**src/sv/lpp_pkg.sv**
```systemverilog
`timescale 1ns / 1ps
// Shared constants, register indexes and types for the lidar point pinhole projection block.
// No dependencies; every other file refers to this package by scoped names.
package lpp_pkg;

	// Field widths of the stream words and registers.
	localparam int COORD_W    = 24;
	localparam int COEF_W     = 16;
	localparam int ROT_FRAC   = 14;
	localparam int TRANS_W    = 20;
	localparam int PIX_W      = 16;
	localparam int INT_W      = 8;
	localparam int DEPTH_W    = 23;

	// Arithmetic widths, all derived from the field widths above.
	localparam int PROD_W     = COORD_W + COEF_W;     // one rotation product
	localparam int ACC_W      = PROD_W + 2;           // sum of three products and offset
	localparam int CAM_W      = ACC_W - ROT_FRAC;     // camera-frame coordinate, signed
	localparam int MULA_W     = PIX_W + 1;            // multiplier port A, signed
	localparam int MUL_W      = MULA_W + CAM_W;       // multiplier product, signed
	localparam int NUM_W      = PIX_W + CAM_W;        // dividend magnitude
	localparam int DEN_W      = CAM_W - 1;            // divisor, positive depth
	localparam int QUO_W      = PIX_W;                // quotient bits kept
	localparam int DSH_W      = DEN_W + QUO_W;        // shifted divisor
	localparam int CNT_W      = $clog2(QUO_W + 1);
	localparam int UPIX_W     = PIX_W + 2;            // signed pixel before range tests

	// Register geometry.
	localparam int ROW_W      = 3 * COEF_W;
	localparam int TRANS_REG_W = 3 * TRANS_W;
	localparam int PAIR_W     = 2 * PIX_W;
	localparam int CFG_ADDR_W = 3;
	localparam int CFG_DATA_W = TRANS_REG_W;

	localparam logic [CFG_ADDR_W-1:0] CFG_ROW0  = 3'd0;
	localparam logic [CFG_ADDR_W-1:0] CFG_ROW1  = 3'd1;
	localparam logic [CFG_ADDR_W-1:0] CFG_ROW2  = 3'd2;
	localparam logic [CFG_ADDR_W-1:0] CFG_TRANS = 3'd3;
	localparam logic [CFG_ADDR_W-1:0] CFG_FOCAL = 3'd4;
	localparam logic [CFG_ADDR_W-1:0] CFG_PP    = 3'd5;

	// Stream word geometry.
	localparam int S_BITS     = 3 * COORD_W + INT_W;
	localparam int S_DATA_W   = ((S_BITS + 7) / 8) * 8;
	localparam int S_USER_W   = 2;
	localparam int TU_MISSING = 0;
	localparam int TU_FRAME_START = 1;
	localparam int OUT_BITS   = 2 * PIX_W + 3 * DEPTH_W + 3 * INT_W;
	localparam int M_DATA_W   = ((OUT_BITS + 7) / 8) * 8;

	localparam logic [DEPTH_W-1:0] DEPTH_MAX = {DEPTH_W{1'b1}};
	localparam logic [INT_W-1:0]   INT_MAX   = {INT_W{1'b1}};

	// Decoded configuration. Indexes run row, then column (x, y, z).
	typedef struct packed {
		logic [2:0][2:0][COEF_W-1:0] coef;
		logic [2:0][TRANS_W-1:0]     trans;
		logic [PIX_W-1:0]            fx;
		logic [PIX_W-1:0]            fy;
		logic [PIX_W-1:0]            cx;
		logic [PIX_W-1:0]            cy;
	} cfg_t;

	// Controls of the shared multiply-accumulate unit.
	typedef struct packed {
		logic mul_en;
		logic acc_en;
		logic acc_load;
	} mac_ctl_t;

	// Divider status and result.
	typedef struct packed {
		logic             done;
		logic             ovf;
		logic             rem_nz;
		logic [QUO_W-1:0] quo;
	} div_res_t;

	// Running extremes of the frame.
	typedef struct packed {
		logic [DEPTH_W-1:0] min_depth;
		logic [DEPTH_W-1:0] max_depth;
		logic [INT_W-1:0]   min_int;
		logic [INT_W-1:0]   max_int;
	} stats_t;

endpackage

```
**src/sv/lpp_cfg.sv**
```systemverilog
`timescale 1ns / 1ps
// Configuration register file: rotation rows, translation, focal lengths, principal point.
// Depends on lpp_pkg.
module lpp_cfg (
	input  logic                              clk,
	input  logic                              arst_n,
	input  logic                              cfg_we,
	input  logic [lpp_pkg::CFG_ADDR_W-1:0]    cfg_addr,
	input  logic [lpp_pkg::CFG_DATA_W-1:0]    cfg_data,
	output lpp_pkg::cfg_t                     cfg
);

	logic [2:0][lpp_pkg::ROW_W-1:0]     row_q;
	logic [lpp_pkg::TRANS_REG_W-1:0]    trans_q;
	logic [lpp_pkg::PAIR_W-1:0]         focal_q;
	logic [lpp_pkg::PAIR_W-1:0]         pp_q;

	// Reset gives the identity matrix and zero for everything else.
	always_ff @(posedge clk or negedge arst_n) begin
		if (!arst_n) begin
			row_q[0] <= {16'h4000, 32'h0};
			row_q[1] <= {16'h0, 16'h4000, 16'h0};
			row_q[2] <= {32'h0, 16'h4000};
			trans_q  <= '0;
			focal_q  <= '0;
			pp_q     <= '0;
		end else if (cfg_we) begin
			case (cfg_addr)
				lpp_pkg::CFG_ROW0:  row_q[0] <= cfg_data[lpp_pkg::ROW_W-1:0];
				lpp_pkg::CFG_ROW1:  row_q[1] <= cfg_data[lpp_pkg::ROW_W-1:0];
				lpp_pkg::CFG_ROW2:  row_q[2] <= cfg_data[lpp_pkg::ROW_W-1:0];
				lpp_pkg::CFG_TRANS: trans_q  <= cfg_data[lpp_pkg::TRANS_REG_W-1:0];
				lpp_pkg::CFG_FOCAL: focal_q  <= cfg_data[lpp_pkg::PAIR_W-1:0];
				lpp_pkg::CFG_PP:    pp_q     <= cfg_data[lpp_pkg::PAIR_W-1:0];
				default: ;
			endcase
		end
	end

	// Within a row the x coefficient sits in the top slice; likewise the x offset.
	always_comb begin
		for (int r = 0; r < 3; r++) begin
			for (int c = 0; c < 3; c++) begin
				cfg.coef[r][c] = row_q[r][(2 - c) * lpp_pkg::COEF_W +: lpp_pkg::COEF_W];
			end
			cfg.trans[r] = trans_q[(2 - r) * lpp_pkg::TRANS_W +: lpp_pkg::TRANS_W];
		end
		cfg.fx = focal_q[lpp_pkg::PAIR_W-1:lpp_pkg::PIX_W];
		cfg.fy = focal_q[lpp_pkg::PIX_W-1:0];
		cfg.cx = pp_q[lpp_pkg::PAIR_W-1:lpp_pkg::PIX_W];
		cfg.cy = pp_q[lpp_pkg::PIX_W-1:0];
	end

endmodule

```
**src/sv/lpp_mac.sv**
```systemverilog
`timescale 1ns / 1ps
// Shared signed multiplier with a registered product and a following accumulator.
// Depends on lpp_pkg.
module lpp_mac (
	input  logic                                clk,
	input  lpp_pkg::mac_ctl_t                   ctl,
	input  logic signed [lpp_pkg::MULA_W-1:0]   mul_a,
	input  logic signed [lpp_pkg::CAM_W-1:0]    mul_b,
	input  logic signed [lpp_pkg::ACC_W-1:0]    preload,
	output logic signed [lpp_pkg::MUL_W-1:0]    prod,
	output logic signed [lpp_pkg::ACC_W-1:0]    acc
);

	logic signed [lpp_pkg::MUL_W-1:0] prod_q;
	logic signed [lpp_pkg::ACC_W-1:0] acc_q;
	logic signed [lpp_pkg::ACC_W-1:0] acc_base;

	// The accumulator adds the product registered in the previous cycle.
	assign acc_base = ctl.acc_load ? preload : acc_q;

	always_ff @(posedge clk) begin
		if (ctl.mul_en) begin
			prod_q <= mul_a * mul_b;
		end
		if (ctl.acc_en) begin
			acc_q <= acc_base + $signed(prod_q[lpp_pkg::ACC_W-1:0]);
		end
	end

	assign prod = prod_q;
	assign acc  = acc_q;

endmodule

```
**src/sv/lpp_div.sv**
```systemverilog
`timescale 1ns / 1ps
// Restoring divider, one quotient bit per cycle, with an up-front quotient overflow check.
// Depends on lpp_pkg.
module lpp_div (
	input  logic                              clk,
	input  logic                              arst_n,
	input  logic                              start,
	input  logic [lpp_pkg::NUM_W-1:0]         num,
	input  logic [lpp_pkg::DEN_W-1:0]         den,
	output lpp_pkg::div_res_t                 res
);

	logic                         busy_q;
	logic                         chk_q;
	logic                         done_q;
	logic [lpp_pkg::CNT_W-1:0]    cnt_q;
	logic [lpp_pkg::NUM_W-1:0]    rem_q;
	logic [lpp_pkg::DSH_W-1:0]    dsh_q;
	logic [lpp_pkg::QUO_W-1:0]    quo_q;
	logic                         ovf_q;
	logic                         ge;
	logic [lpp_pkg::NUM_W-1:0]    diff;

	assign ge   = rem_q >= {1'b0, dsh_q};
	assign diff = rem_q - {1'b0, dsh_q};

	always_ff @(posedge clk or negedge arst_n) begin
		if (!arst_n) begin
			busy_q <= 1'b0;
			chk_q  <= 1'b0;
			done_q <= 1'b0;
			cnt_q  <= '0;
		end else begin
			done_q <= 1'b0;
			if (start) begin
				busy_q <= 1'b1;
				chk_q  <= 1'b1;
				cnt_q  <= lpp_pkg::CNT_W'(lpp_pkg::QUO_W);
			end else if (busy_q) begin
				if (chk_q) begin
					chk_q <= 1'b0;
					if (ge) begin
						busy_q <= 1'b0;
						done_q <= 1'b1;
					end
				end else begin
					cnt_q <= cnt_q - 1'b1;
					if (cnt_q == lpp_pkg::CNT_W'(1)) begin
						busy_q <= 1'b0;
						done_q <= 1'b1;
					end
				end
			end
		end
	end

	always_ff @(posedge clk) begin
		if (start) begin
			rem_q <= num;
			dsh_q <= {den, {lpp_pkg::QUO_W{1'b0}}};
			quo_q <= '0;
			ovf_q <= 1'b0;
		end else if (busy_q) begin
			dsh_q <= dsh_q >> 1;
			if (chk_q) begin
				ovf_q <= ge;
			end else begin
				quo_q <= {quo_q[lpp_pkg::QUO_W-2:0], ge};
				if (ge) begin
					rem_q <= diff;
				end
			end
		end
	end

	assign res.done   = done_q;
	assign res.ovf    = ovf_q;
	assign res.rem_nz = |rem_q;
	assign res.quo    = quo_q;

	// Once past the overflow check the partial remainder stays below twice the divisor step.
	a_rem_bound: assert property (@(posedge clk) disable iff (!arst_n)
		(busy_q && !chk_q) |-> (rem_q < {1'b0, dsh_q, 1'b0}))
		else $error("divider remainder out of range");

endmodule

```
**src/sv/lpp_stats.sv**
```systemverilog
`timescale 1ns / 1ps
// Running minimum and maximum of depth and intensity over the emitted points of a frame.
// Depends on lpp_pkg.
module lpp_stats (
	input  logic                           clk,
	input  logic                           arst_n,
	input  logic                           clear,
	input  logic                           upd,
	input  logic [lpp_pkg::DEPTH_W-1:0]    depth,
	input  logic [lpp_pkg::INT_W-1:0]      inten,
	output lpp_pkg::stats_t                nxt
);

	lpp_pkg::stats_t cur_q;

	// Extremes with the current point taken in.
	always_comb begin
		nxt.min_depth = (depth < cur_q.min_depth) ? depth : cur_q.min_depth;
		nxt.max_depth = (depth > cur_q.max_depth) ? depth : cur_q.max_depth;
		nxt.min_int   = (inten < cur_q.min_int) ? inten : cur_q.min_int;
		nxt.max_int   = (inten > cur_q.max_int) ? inten : cur_q.max_int;
	end

	always_ff @(posedge clk or negedge arst_n) begin
		if (!arst_n) begin
			cur_q.min_depth <= lpp_pkg::DEPTH_MAX;
			cur_q.max_depth <= '0;
			cur_q.min_int   <= lpp_pkg::INT_MAX;
			cur_q.max_int   <= '0;
		end else if (clear) begin
			cur_q.min_depth <= lpp_pkg::DEPTH_MAX;
			cur_q.max_depth <= '0;
			cur_q.min_int   <= lpp_pkg::INT_MAX;
			cur_q.max_int   <= '0;
		end else if (upd) begin
			cur_q <= nxt;
		end
	end

	// After a point has been counted the extremes are ordered.
	a_ordered: assert property (@(posedge clk) disable iff (!arst_n)
		upd |=> (cur_q.min_depth <= cur_q.max_depth && cur_q.min_int <= cur_q.max_int))
		else $error("running extremes out of order");

endmodule

```
**src/sv/lidar_point_pinhole_projection.sv**
```systemverilog
`timescale 1ns / 1ps
// Lidar point to pinhole camera projection: a sequencer driving one shared multiply-accumulate
// unit and one shared bit-serial divider. Depends on lpp_pkg, lpp_cfg, lpp_mac, lpp_div, lpp_stats.
// Sequence: an accepted point runs the rotation and numerator products on the shared multiplier,
// then two divisions (u, v) on the shared divider, each followed by a pixel range test, then an
// output state that waits while the output register holds a word not yet taken. A point behind
// the camera frees the block after the rotation, a missing point at once; a new point is taken
// only after the last is through, as s_axis_tready is high only while the sequencer is idle.
// Reset (arst_n low, asynchronous) loads the identity rotation, zero for the other registers,
// clears the running extremes and empties the output register.
module lidar_point_pinhole_projection (
	input  logic                              clk,
	input  logic                              arst_n,
	input  logic                              s_axis_tvalid,
	output logic                              s_axis_tready,
	// s_axis_tdata, low to high: point_x[23:0], point_y[47:24], point_z[71:48],
	// point_intensity[79:72]
	input  logic [lpp_pkg::S_DATA_W-1:0]      s_axis_tdata,
	// s_axis_tuser, low to high: point_missing[0], frame_start[1]
	input  logic [lpp_pkg::S_USER_W-1:0]      s_axis_tuser,
	output logic                              m_axis_tvalid,
	input  logic                              m_axis_tready,
	// m_axis_tdata, low to high: pixel_u[15:0], pixel_v[31:16], depth[54:32],
	// out_intensity[62:55], min_depth[85:63], max_depth[108:86], min_intensity[116:109],
	// max_intensity[124:117], zero fill [127:125]
	output logic [lpp_pkg::M_DATA_W-1:0]      m_axis_tdata,
	input  logic                              cfg_we,
	input  logic [lpp_pkg::CFG_ADDR_W-1:0]    cfg_addr,
	input  logic [lpp_pkg::CFG_DATA_W-1:0]    cfg_data
);

	// Sequencer states.
	localparam logic [2:0] ST_IDLE = 3'd0;
	localparam logic [2:0] ST_ROT  = 3'd1;
	localparam logic [2:0] ST_DIVX = 3'd2;
	localparam logic [2:0] ST_PIXX = 3'd3;
	localparam logic [2:0] ST_DIVY = 3'd4;
	localparam logic [2:0] ST_PIXY = 3'd5;
	localparam logic [2:0] ST_EMIT = 3'd6;

	// Milestones of the rotation phase. Steps 0 to 8 issue the nine rotation products; each
	// product is accumulated one step later, and a finished row is read out one step after that.
	localparam logic [3:0] STEP_FX       = 4'd9;
	localparam logic [3:0] STEP_FY       = 4'd10;
	localparam logic [3:0] STEP_ACC_LAST = 4'd9;
	localparam logic [3:0] STEP_XC       = 4'd4;
	localparam logic [3:0] STEP_YC       = 4'd7;
	localparam logic [3:0] STEP_ZC       = 4'd10;
	localparam logic [3:0] STEP_LAST     = 4'd11;

	lpp_pkg::cfg_t                          cfg;
	lpp_pkg::mac_ctl_t                      mac_ctl;
	lpp_pkg::div_res_t                      div_res;
	lpp_pkg::stats_t                        stats_nxt;

	logic [2:0]                             state_q;
	logic [3:0]                             step_q;
	logic [2:0][lpp_pkg::COORD_W-1:0]       pt_q;
	logic [lpp_pkg::INT_W-1:0]              int_q;
	logic signed [lpp_pkg::CAM_W-1:0]       xc_q;
	logic signed [lpp_pkg::CAM_W-1:0]       yc_q;
	logic signed [lpp_pkg::CAM_W-1:0]       zc_q;
	logic [lpp_pkg::NUM_W-1:0]              numx_q;
	logic [lpp_pkg::NUM_W-1:0]              numy_q;
	logic                                   negx_q;
	logic                                   negy_q;
	logic [lpp_pkg::PIX_W-1:0]              u_q;
	logic [lpp_pkg::PIX_W-1:0]              v_q;
	logic                                   m_valid_q;
	logic [lpp_pkg::M_DATA_W-1:0]           m_data_q;

	logic                                   s_fire;
	logic                                   emit_fire;
	logic                                   zc_pos;
	logic [1:0]                             row_sel;
	logic [1:0]                             col_sel;
	logic signed [lpp_pkg::MULA_W-1:0]      mul_a;
	logic signed [lpp_pkg::CAM_W-1:0]       mul_b;
	logic signed [lpp_pkg::ACC_W-1:0]       preload;
	logic signed [lpp_pkg::MUL_W-1:0]       prod;
	logic signed [lpp_pkg::MUL_W-1:0]       prod_abs;
	logic signed [lpp_pkg::ACC_W-1:0]       acc;
	logic                                   div_start;
	logic [lpp_pkg::NUM_W-1:0]              div_num;
	logic [lpp_pkg::TRANS_W-1:0]            trans_sel;
	logic [lpp_pkg::COEF_W-1:0]             coef_sel;
	logic [lpp_pkg::COORD_W-1:0]            coord_sel;
	logic [lpp_pkg::DEPTH_W-1:0]            depth;

	// Pixel computation shared by the u and v passes.
	logic                                   pneg;
	logic [lpp_pkg::PIX_W-1:0]              pc;
	logic [lpp_pkg::QUO_W:0]                pmag;
	logic signed [lpp_pkg::UPIX_W-1:0]      pq_mag;
	logic signed [lpp_pkg::UPIX_W-1:0]      pq;
	logic signed [lpp_pkg::UPIX_W-1:0]      pu;
	logic signed [lpp_pkg::UPIX_W-1:0]      p2c;
	logic                                   pok;

	lpp_cfg u_cfg (
		.clk      (clk),
		.arst_n   (arst_n),
		.cfg_we   (cfg_we),
		.cfg_addr (cfg_addr),
		.cfg_data (cfg_data),
		.cfg      (cfg)
	);

	assign s_axis_tready = (state_q == ST_IDLE);
	assign s_fire        = s_axis_tvalid && s_axis_tready;
	assign emit_fire     = (state_q == ST_EMIT) && (!m_valid_q || m_axis_tready);
	assign zc_pos        = !zc_q[lpp_pkg::CAM_W-1] && (|zc_q);

	// Row and column of the rotation product issued at this step. At the row-start
	// accumulate steps (1, 4 and 7) the row number also picks the translation.
	always_comb begin
		case (step_q)
			4'd0:    begin row_sel = 2'd0; col_sel = 2'd0; end
			4'd1:    begin row_sel = 2'd0; col_sel = 2'd1; end
			4'd2:    begin row_sel = 2'd0; col_sel = 2'd2; end
			4'd3:    begin row_sel = 2'd1; col_sel = 2'd0; end
			4'd4:    begin row_sel = 2'd1; col_sel = 2'd1; end
			4'd5:    begin row_sel = 2'd1; col_sel = 2'd2; end
			4'd6:    begin row_sel = 2'd2; col_sel = 2'd0; end
			4'd7:    begin row_sel = 2'd2; col_sel = 2'd1; end
			4'd8:    begin row_sel = 2'd2; col_sel = 2'd2; end
			default: begin row_sel = 2'd0; col_sel = 2'd0; end
		endcase
	end

	// Multiplier operands: rotation products, then fx * xc and fy * yc.
	always_comb begin
		coef_sel  = cfg.coef[row_sel][col_sel];
		coord_sel = pt_q[col_sel];
		trans_sel = cfg.trans[row_sel];
		if (step_q == STEP_FX) begin
			mul_a = $signed({1'b0, cfg.fx});
			mul_b = xc_q;
		end else if (step_q == STEP_FY) begin
			mul_a = $signed({1'b0, cfg.fy});
			mul_b = yc_q;
		end else begin
			mul_a = $signed({{(lpp_pkg::MULA_W - lpp_pkg::COEF_W){coef_sel[lpp_pkg::COEF_W-1]}},
				coef_sel});
			mul_b = $signed({{(lpp_pkg::CAM_W - lpp_pkg::COORD_W){coord_sel[lpp_pkg::COORD_W-1]}},
				coord_sel});
		end
		// The translation is scaled up by the coefficient fraction and carries the rounding
		// half, so the row result is simply the top bits of the accumulator.
		preload = $signed({{(lpp_pkg::ACC_W - lpp_pkg::ROT_FRAC - lpp_pkg::TRANS_W)
			{trans_sel[lpp_pkg::TRANS_W-1]}}, trans_sel, 1'b1, {(lpp_pkg::ROT_FRAC - 1){1'b0}}});
		mac_ctl.mul_en   = (state_q == ST_ROT) && (step_q <= STEP_FY);
		mac_ctl.acc_en   = (state_q == ST_ROT) && (step_q != 4'd0) && (step_q <= STEP_ACC_LAST);
		mac_ctl.acc_load = (step_q == 4'd1) || (step_q == 4'd4) || (step_q == 4'd7);
	end

	lpp_mac u_mac (
		.clk     (clk),
		.ctl     (mac_ctl),
		.mul_a   (mul_a),
		.mul_b   (mul_b),
		.preload (preload),
		.prod    (prod),
		.acc     (acc)
	);

	assign prod_abs = prod[lpp_pkg::MUL_W-1] ? -prod : prod;

	// The divider serves u first, started from the last rotation step, then v.
	assign div_start = ((state_q == ST_ROT) && (step_q == STEP_LAST) && zc_pos) ||
		((state_q == ST_PIXX) && pok);
	assign div_num   = (state_q == ST_ROT) ? numx_q : numy_q;

	lpp_div u_div (
		.clk    (clk),
		.arst_n (arst_n),
		.start  (div_start),
		.num    (div_num),
		.den    (zc_q[lpp_pkg::DEN_W-1:0]),
		.res    (div_res)
	);

	// Floor division of a negative numerator rounds the magnitude up. The pixel must lie
	// strictly inside the window of twice the principal point and fit in sixteen bits.
	always_comb begin
		pneg   = (state_q == ST_PIXX) ? negx_q : negy_q;
		pc     = (state_q == ST_PIXX) ? cfg.cx : cfg.cy;
		pmag   = {1'b0, div_res.quo} + {{lpp_pkg::QUO_W{1'b0}}, pneg & div_res.rem_nz};
		pq_mag = $signed({{(lpp_pkg::UPIX_W - lpp_pkg::QUO_W - 1){1'b0}}, pmag});
		pq     = pneg ? -pq_mag : pq_mag;
		pu     = $signed({{(lpp_pkg::UPIX_W - lpp_pkg::PIX_W){1'b0}}, pc}) + pq;
		p2c    = $signed({{(lpp_pkg::UPIX_W - lpp_pkg::PIX_W - 1){1'b0}}, pc, 1'b0});
		pok    = !div_res.ovf && (pu > 0) && (pu < p2c) &&
			(pu[lpp_pkg::UPIX_W-1:lpp_pkg::PIX_W] == '0);
	end

	// Depth saturates at the top of its field.
	assign depth = (|zc_q[lpp_pkg::CAM_W-2:lpp_pkg::DEPTH_W]) ? lpp_pkg::DEPTH_MAX :
		zc_q[lpp_pkg::DEPTH_W-1:0];

	lpp_stats u_stats (
		.clk    (clk),
		.arst_n (arst_n),
		.clear  (s_fire && s_axis_tuser[lpp_pkg::TU_FRAME_START]),
		.upd    (emit_fire),
		.depth  (depth),
		.inten  (int_q),
		.nxt    (stats_nxt)
	);

	// Sequencer.
	always_ff @(posedge clk or negedge arst_n) begin
		if (!arst_n) begin
			state_q <= ST_IDLE;
			step_q  <= '0;
		end else begin
			case (state_q)
				ST_IDLE: begin
					step_q <= '0;
					if (s_fire && !s_axis_tuser[lpp_pkg::TU_MISSING]) begin
						state_q <= ST_ROT;
					end
				end
				ST_ROT: begin
					step_q <= step_q + 1'b1;
					if (step_q == STEP_LAST) begin
						state_q <= zc_pos ? ST_DIVX : ST_IDLE;
					end
				end
				ST_DIVX: begin
					if (div_res.done) begin
						state_q <= ST_PIXX;
					end
				end
				ST_PIXX: begin
					state_q <= pok ? ST_DIVY : ST_IDLE;
				end
				ST_DIVY: begin
					if (div_res.done) begin
						state_q <= ST_PIXY;
					end
				end
				ST_PIXY: begin
					state_q <= pok ? ST_EMIT : ST_IDLE;
				end
				ST_EMIT: begin
					if (emit_fire) begin
						state_q <= ST_IDLE;
					end
				end
				default: begin
					state_q <= ST_IDLE;
				end
			endcase
		end
	end

	// Working registers of the point in flight.
	always_ff @(posedge clk) begin
		if (s_fire) begin
			pt_q[0] <= s_axis_tdata[lpp_pkg::COORD_W-1:0];
			pt_q[1] <= s_axis_tdata[2*lpp_pkg::COORD_W-1:lpp_pkg::COORD_W];
			pt_q[2] <= s_axis_tdata[3*lpp_pkg::COORD_W-1:2*lpp_pkg::COORD_W];
			int_q   <= s_axis_tdata[lpp_pkg::S_BITS-1:3*lpp_pkg::COORD_W];
		end
		if (state_q == ST_ROT) begin
			if (step_q == STEP_XC) begin
				xc_q <= acc[lpp_pkg::ACC_W-1:lpp_pkg::ROT_FRAC];
			end
			if (step_q == STEP_YC) begin
				yc_q <= acc[lpp_pkg::ACC_W-1:lpp_pkg::ROT_FRAC];
			end
			// The fx * xc product is ready when z is read out, fy * yc one step later.
			if (step_q == STEP_ZC) begin
				zc_q   <= acc[lpp_pkg::ACC_W-1:lpp_pkg::ROT_FRAC];
				numx_q <= prod_abs[lpp_pkg::NUM_W-1:0];
				negx_q <= prod[lpp_pkg::MUL_W-1];
			end
			if (step_q == STEP_LAST) begin
				numy_q <= prod_abs[lpp_pkg::NUM_W-1:0];
				negy_q <= prod[lpp_pkg::MUL_W-1];
			end
		end
		if (state_q == ST_PIXX) begin
			u_q <= pu[lpp_pkg::PIX_W-1:0];
		end
		if (state_q == ST_PIXY) begin
			v_q <= pu[lpp_pkg::PIX_W-1:0];
		end
	end

	// Output register: a finished word waits here while the next point is taken in.
	always_ff @(posedge clk or negedge arst_n) begin
		if (!arst_n) begin
			m_valid_q <= 1'b0;
		end else if (emit_fire) begin
			m_valid_q <= 1'b1;
		end else if (m_axis_tready) begin
			m_valid_q <= 1'b0;
		end
	end

	always_ff @(posedge clk) begin
		if (emit_fire) begin
			m_data_q <= {{(lpp_pkg::M_DATA_W - lpp_pkg::OUT_BITS){1'b0}},
				stats_nxt.max_int, stats_nxt.min_int, stats_nxt.max_depth, stats_nxt.min_depth,
				int_q, depth, v_q, u_q};
		end
	end

	assign m_axis_tvalid = m_valid_q;
	assign m_axis_tdata  = m_data_q;

	// A missing point never starts the arithmetic.
	a_missing_drop: assert property (@(posedge clk) disable iff (!arst_n)
		(s_fire && s_axis_tuser[lpp_pkg::TU_MISSING]) |=> (state_q == ST_IDLE))
		else $error("missing point entered the datapath");

	// Only points in front of the camera reach the output stage.
	a_emit_front: assert property (@(posedge clk) disable iff (!arst_n)
		(state_q == ST_EMIT) |-> zc_pos)
		else $error("point at or behind the camera plane about to be emitted");

endmodule
```
**config.mk**
```make
export PLATFORM = sky130hd
export DESIGN_NAME = lidar_point_pinhole_projection
export DESIGN_NICKNAME = d
export VERILOG_FILES = /design/src/sv/lpp_pkg.sv /design/src/sv/lpp_cfg.sv /design/src/sv/lpp_mac.sv /design/src/sv/lpp_div.sv /design/src/sv/lpp_stats.sv /design/src/sv/lidar_point_pinhole_projection.sv
export SDC_FILE = /design/constraint.sdc
export NUM_CORES = 2
export LEC_CHECK = 0
export BUFFER_PORTS_ARGS = -buffer_cell sky130_fd_sc_hd__clkbuf_2
export CAP_MARGIN = 0
export CORE_MARGIN = 4
export CORE_UTILIZATION = 42
export DETAILED_ROUTE_END_ITERATION = 12
export HOLD_SLACK_MARGIN = 0.12
export PLACE_DENSITY = 0.66
export SYNTH_ARGS = -nofsm -noshare
export SYNTH_HDL_FRONTEND = slang
export SYNTH_SLANG_ARGS = --single-unit
```
**constraint.sdc**
```tcl
create_clock -name clk -period 13.8 [get_ports clk]
set_input_delay 2.76 -clock clk [delete_from_list [all_inputs] [get_ports clk]]
set_output_delay 2.76 -clock clk [all_outputs]
set_load 0.01 [all_outputs]
```
==> metrics <==
maxcap violations 0; min cycle time layout 11.11 ns; CTS Buffer Depth 3; vias in the first global route 45,700; crit path kind reg -> reg; most frequent cells in the layout inv_1, nand2_1, edfxtp_1; Yosys warnings 0; Slew @ Worst Pin 1.27 ns; syn_area_per_cell 10.8 um2; Crit-path slowest cell nand2_1; clock sink count 948; total core area 0.150 mm2; Worst-path clk slew 0.06 ns; HP Class reg -> reg; status finished clean; Top Ports 280; # DRC 0; Netlist cell types 91; Iteration-0 DRC Markers 4,318; share of layout cells above drive strength 1 0.149; Slew HR 0.151; most common cell after layout, fill and taps aside inv_1; setup violators final 0; Overflow after GRT 0; Die Area 0.157 mm2; 1st-pass router iterations 6; Slew Limit Fails 0; CTS tree yes; clock root cell clkbuf_16; Tot GR Track Use 0.232; post-cts resize count 0; CTS Buf Count 105; clk_lat worst skew 0.73 ns; layout net count 6,955; average routed wire per standard cell 22.4 um; type of origin of the critical path flip-flop; ANT nets after route 0; Worst setup EP type flip-flop; die extent in y 396 um; RSZ-0062 raised after global routing false; share of async-settable or async-resettable flops after synthesis 0.365; initial antenna violation count 14; setup_tns 0 ns; Hold-fix buffers, CTS 0; area grow syn2layout 11.4%; fill cell count 13,700; DP HPWL 138,000 um; Cell Area, Synth 0.0634 mm2; RePlAce Congestion 0.936; worst path arrival time 11.56 ns; Max Freq 0.0900 GHz; Post-Synthesis Cells 5,853; Largest stage delay, worst path 0.93 ns; Non-Filler Instances 8,160; Starting Density 0.423; post-synthesis register bit count 948; post-CTS setup buffer count 0; row cnt 142; Chip Width 396 um; clk_skew 0.0384 ns; fin crit share 0.805; Inst Count DP 7,958; Hold Fails Final Rpt 0; PortBufs 276; WP data required 14.25 ns; vias per cell 5.53; routed wire length 182,000 um; sequential area share after synthesis 0.417; Primary FF master, synth edfxtp_1; H-tree Lvls 3; Vias 45,100; pin count of the biggest net entering global routing 140; most used cell, CP fa_1; first-pass GRT wire length 280,000 um; Post-synth EDFFs 569; Worst Path Max Fanout 41
## sequential cells by signal, indices dropped and copies added (netlist names), 3 cells and up
| signal | count |
|---|---|
| pt_q | 72 |
| u_cfg.cfg | 144 |
| u_cfg.focal_q | 32 |
| state_q | 3 |
| numy_q | 44 |
| yc_q | 28 |
| m_axis_tdata | 125 |
| u_div.rem_q | 44 |
| u_mac.prod | 45 |
| u_div.cnt_q | 5 |
| zc_q | 28 |
| numx_q | 44 |
| u_stats.cur_q | 62 |
| u_div.dsh_q | 43 |
| u_q | 16 |
| xc_q | 28 |
| v_q | 16 |
| step_q | 4 |
| u_mac.acc | 42 |
| u_cfg.trans_q | 60 |
| u_div.quo_q | 16 |
| int_q | 8 |
| u_cfg.pp_q | 32 |
## worst paths after layout
path / from / end / slack (ns) / cells after the start
max in group asynchronous: arst_n / u_stats.cur_q[24]$_DFFE_PN0P_ / 9.22 / 3
setup reg to reg: step_q[3]$_DFFE_PN0P_ / u_mac.prod[44]$_DFFE_PP_ / 2.69 / 33
min in group asynchronous: arst_n / u_cfg.trans_q[52]$_DFFE_PN0P_ / 2.17 / 1
hold / removal: v_q[6]$_DFFE_PN_ / m_axis_tdata[22]$_DFFE_PP_ / 0.41 / 0
hold reg to reg: v_q[6]$_DFFE_PN_ / m_axis_tdata[22]$_DFFE_PP_ / 0.41 / 0
setup / recovery: step_q[3]$_DFFE_PN0P_ / u_mac.prod[44]$_DFFE_PP_ / 2.69 / 33
## cells in the mapped netlist, types with 30 or more instances
| cell | number | area, um2 |
|---|---|---|
| o211ai_1 | 46 | 345 |
| o21ai_0 | 286 | 1430 |
| mux2_2 | 287 | 3230 |
| mux2i_1 | 178 | 1780 |
| clkbuf_1 | 210 | 788 |
| edfxtp_1 | 569 | 17100 |
| dfstp_2 | 34 | 893 |
| inv_1 | 695 | 2610 |
| nor2_1 | 336 | 1260 |
| a211oi_1 | 40 | 300 |
| a31oi_1 | 39 | 244 |
| o21a_1 | 50 | 375 |
| nand2b_1 | 37 | 231 |
| ha_1 | 291 | 3640 |
| a21oi_1 | 237 | 1190 |
| a2bb2oi_1 | 31 | 272 |
| xor2_1 | 52 | 455 |
| nand3_1 | 107 | 536 |
| nand4_1 | 30 | 188 |
| buf_1 | 34 | 128 |
| dfxtp_1 | 33 | 661 |
| nand2_1 | 648 | 2430 |
| dfrtp_1 | 312 | 7810 |
| nor3_1 | 73 | 365 |
| and2_1 | 71 | 444 |
| fa_1 | 465 | 9310 |
| a21o_1 | 104 | 781 |
| xnor2_1 | 145 | 1270 |
| nor2b_1 | 57 | 357 |
## worst max-delay path: cells and delay by family (launching register included)
kind	cells	cell delay, ns
buffers and inverters	7	1.30
DFF	1	0.73
adders and majority gates	7	3.39
muxes	1	0.25
and+or+nand+nor	9	2.93
AOI/OAI and AO/OA	9	2.15
## through the flow
step	hold slack, ns	util	setup WS [ns]	cell area, um2
floorplan	0.400	-	4.08	63400
global placement	0.401	0.447	3.17	67000
detailed placement	0.405	0.447	2.94	67000
CTS	0.401	0.471	2.92	70600
global route	0.420	0.471	2.18	70600
finish	0.407	0.471	2.69	70600
## layer usage
| metal | vias up | routed length, um | GRT usage |
|---|---|---|---|
| met3 | 342 | 13400 | 0.0389 |
| met2 | 1596 | 82500 | 0.365 |
| met5 | - | 35 | 0 |
| met1 | 22700 | 77700 | 0.318 |
| li1 | 20500 | - | - |
| met4 | 6 | 8830 | 0.0964 |
## layout make-up
| cell class | instances | area, um2 | area share |
|---|---|---|---|
| inverter | 697 | 2620 | 0.0371 |
| sequential | 948 | 26400 | 0.375 |
| tap | 2016 | 2520 | 0.0357 |
| clock inverter | 65 | 739 | 0.0105 |
| antenna | 3 | 7.51 | 0.000106 |
| timing repair buffer | 351 | 1950 | 0.0277 |
| clock buffer | 134 | 2810 | 0.0398 |
| multi-input combinational | 3946 | 33500 | 0.474 |
## logic make-up after synthesis
logic type / after synthesis / share of synthesized area
fa+ha+maj: 756 / 0.204
xor+xnor: 197 / 0.0272
flops: 948 / 0.417
buf+inv: 961 / 0.0575
simple gates: 1489 / 0.106
mux: 481 / 0.0847
compound gates: 1020 / 0.102
other cells: 1 / 0.0000592
Power is not shown: default switching activity piles up to over one toggle a cycle in this logic, so the estimate is an artifact.
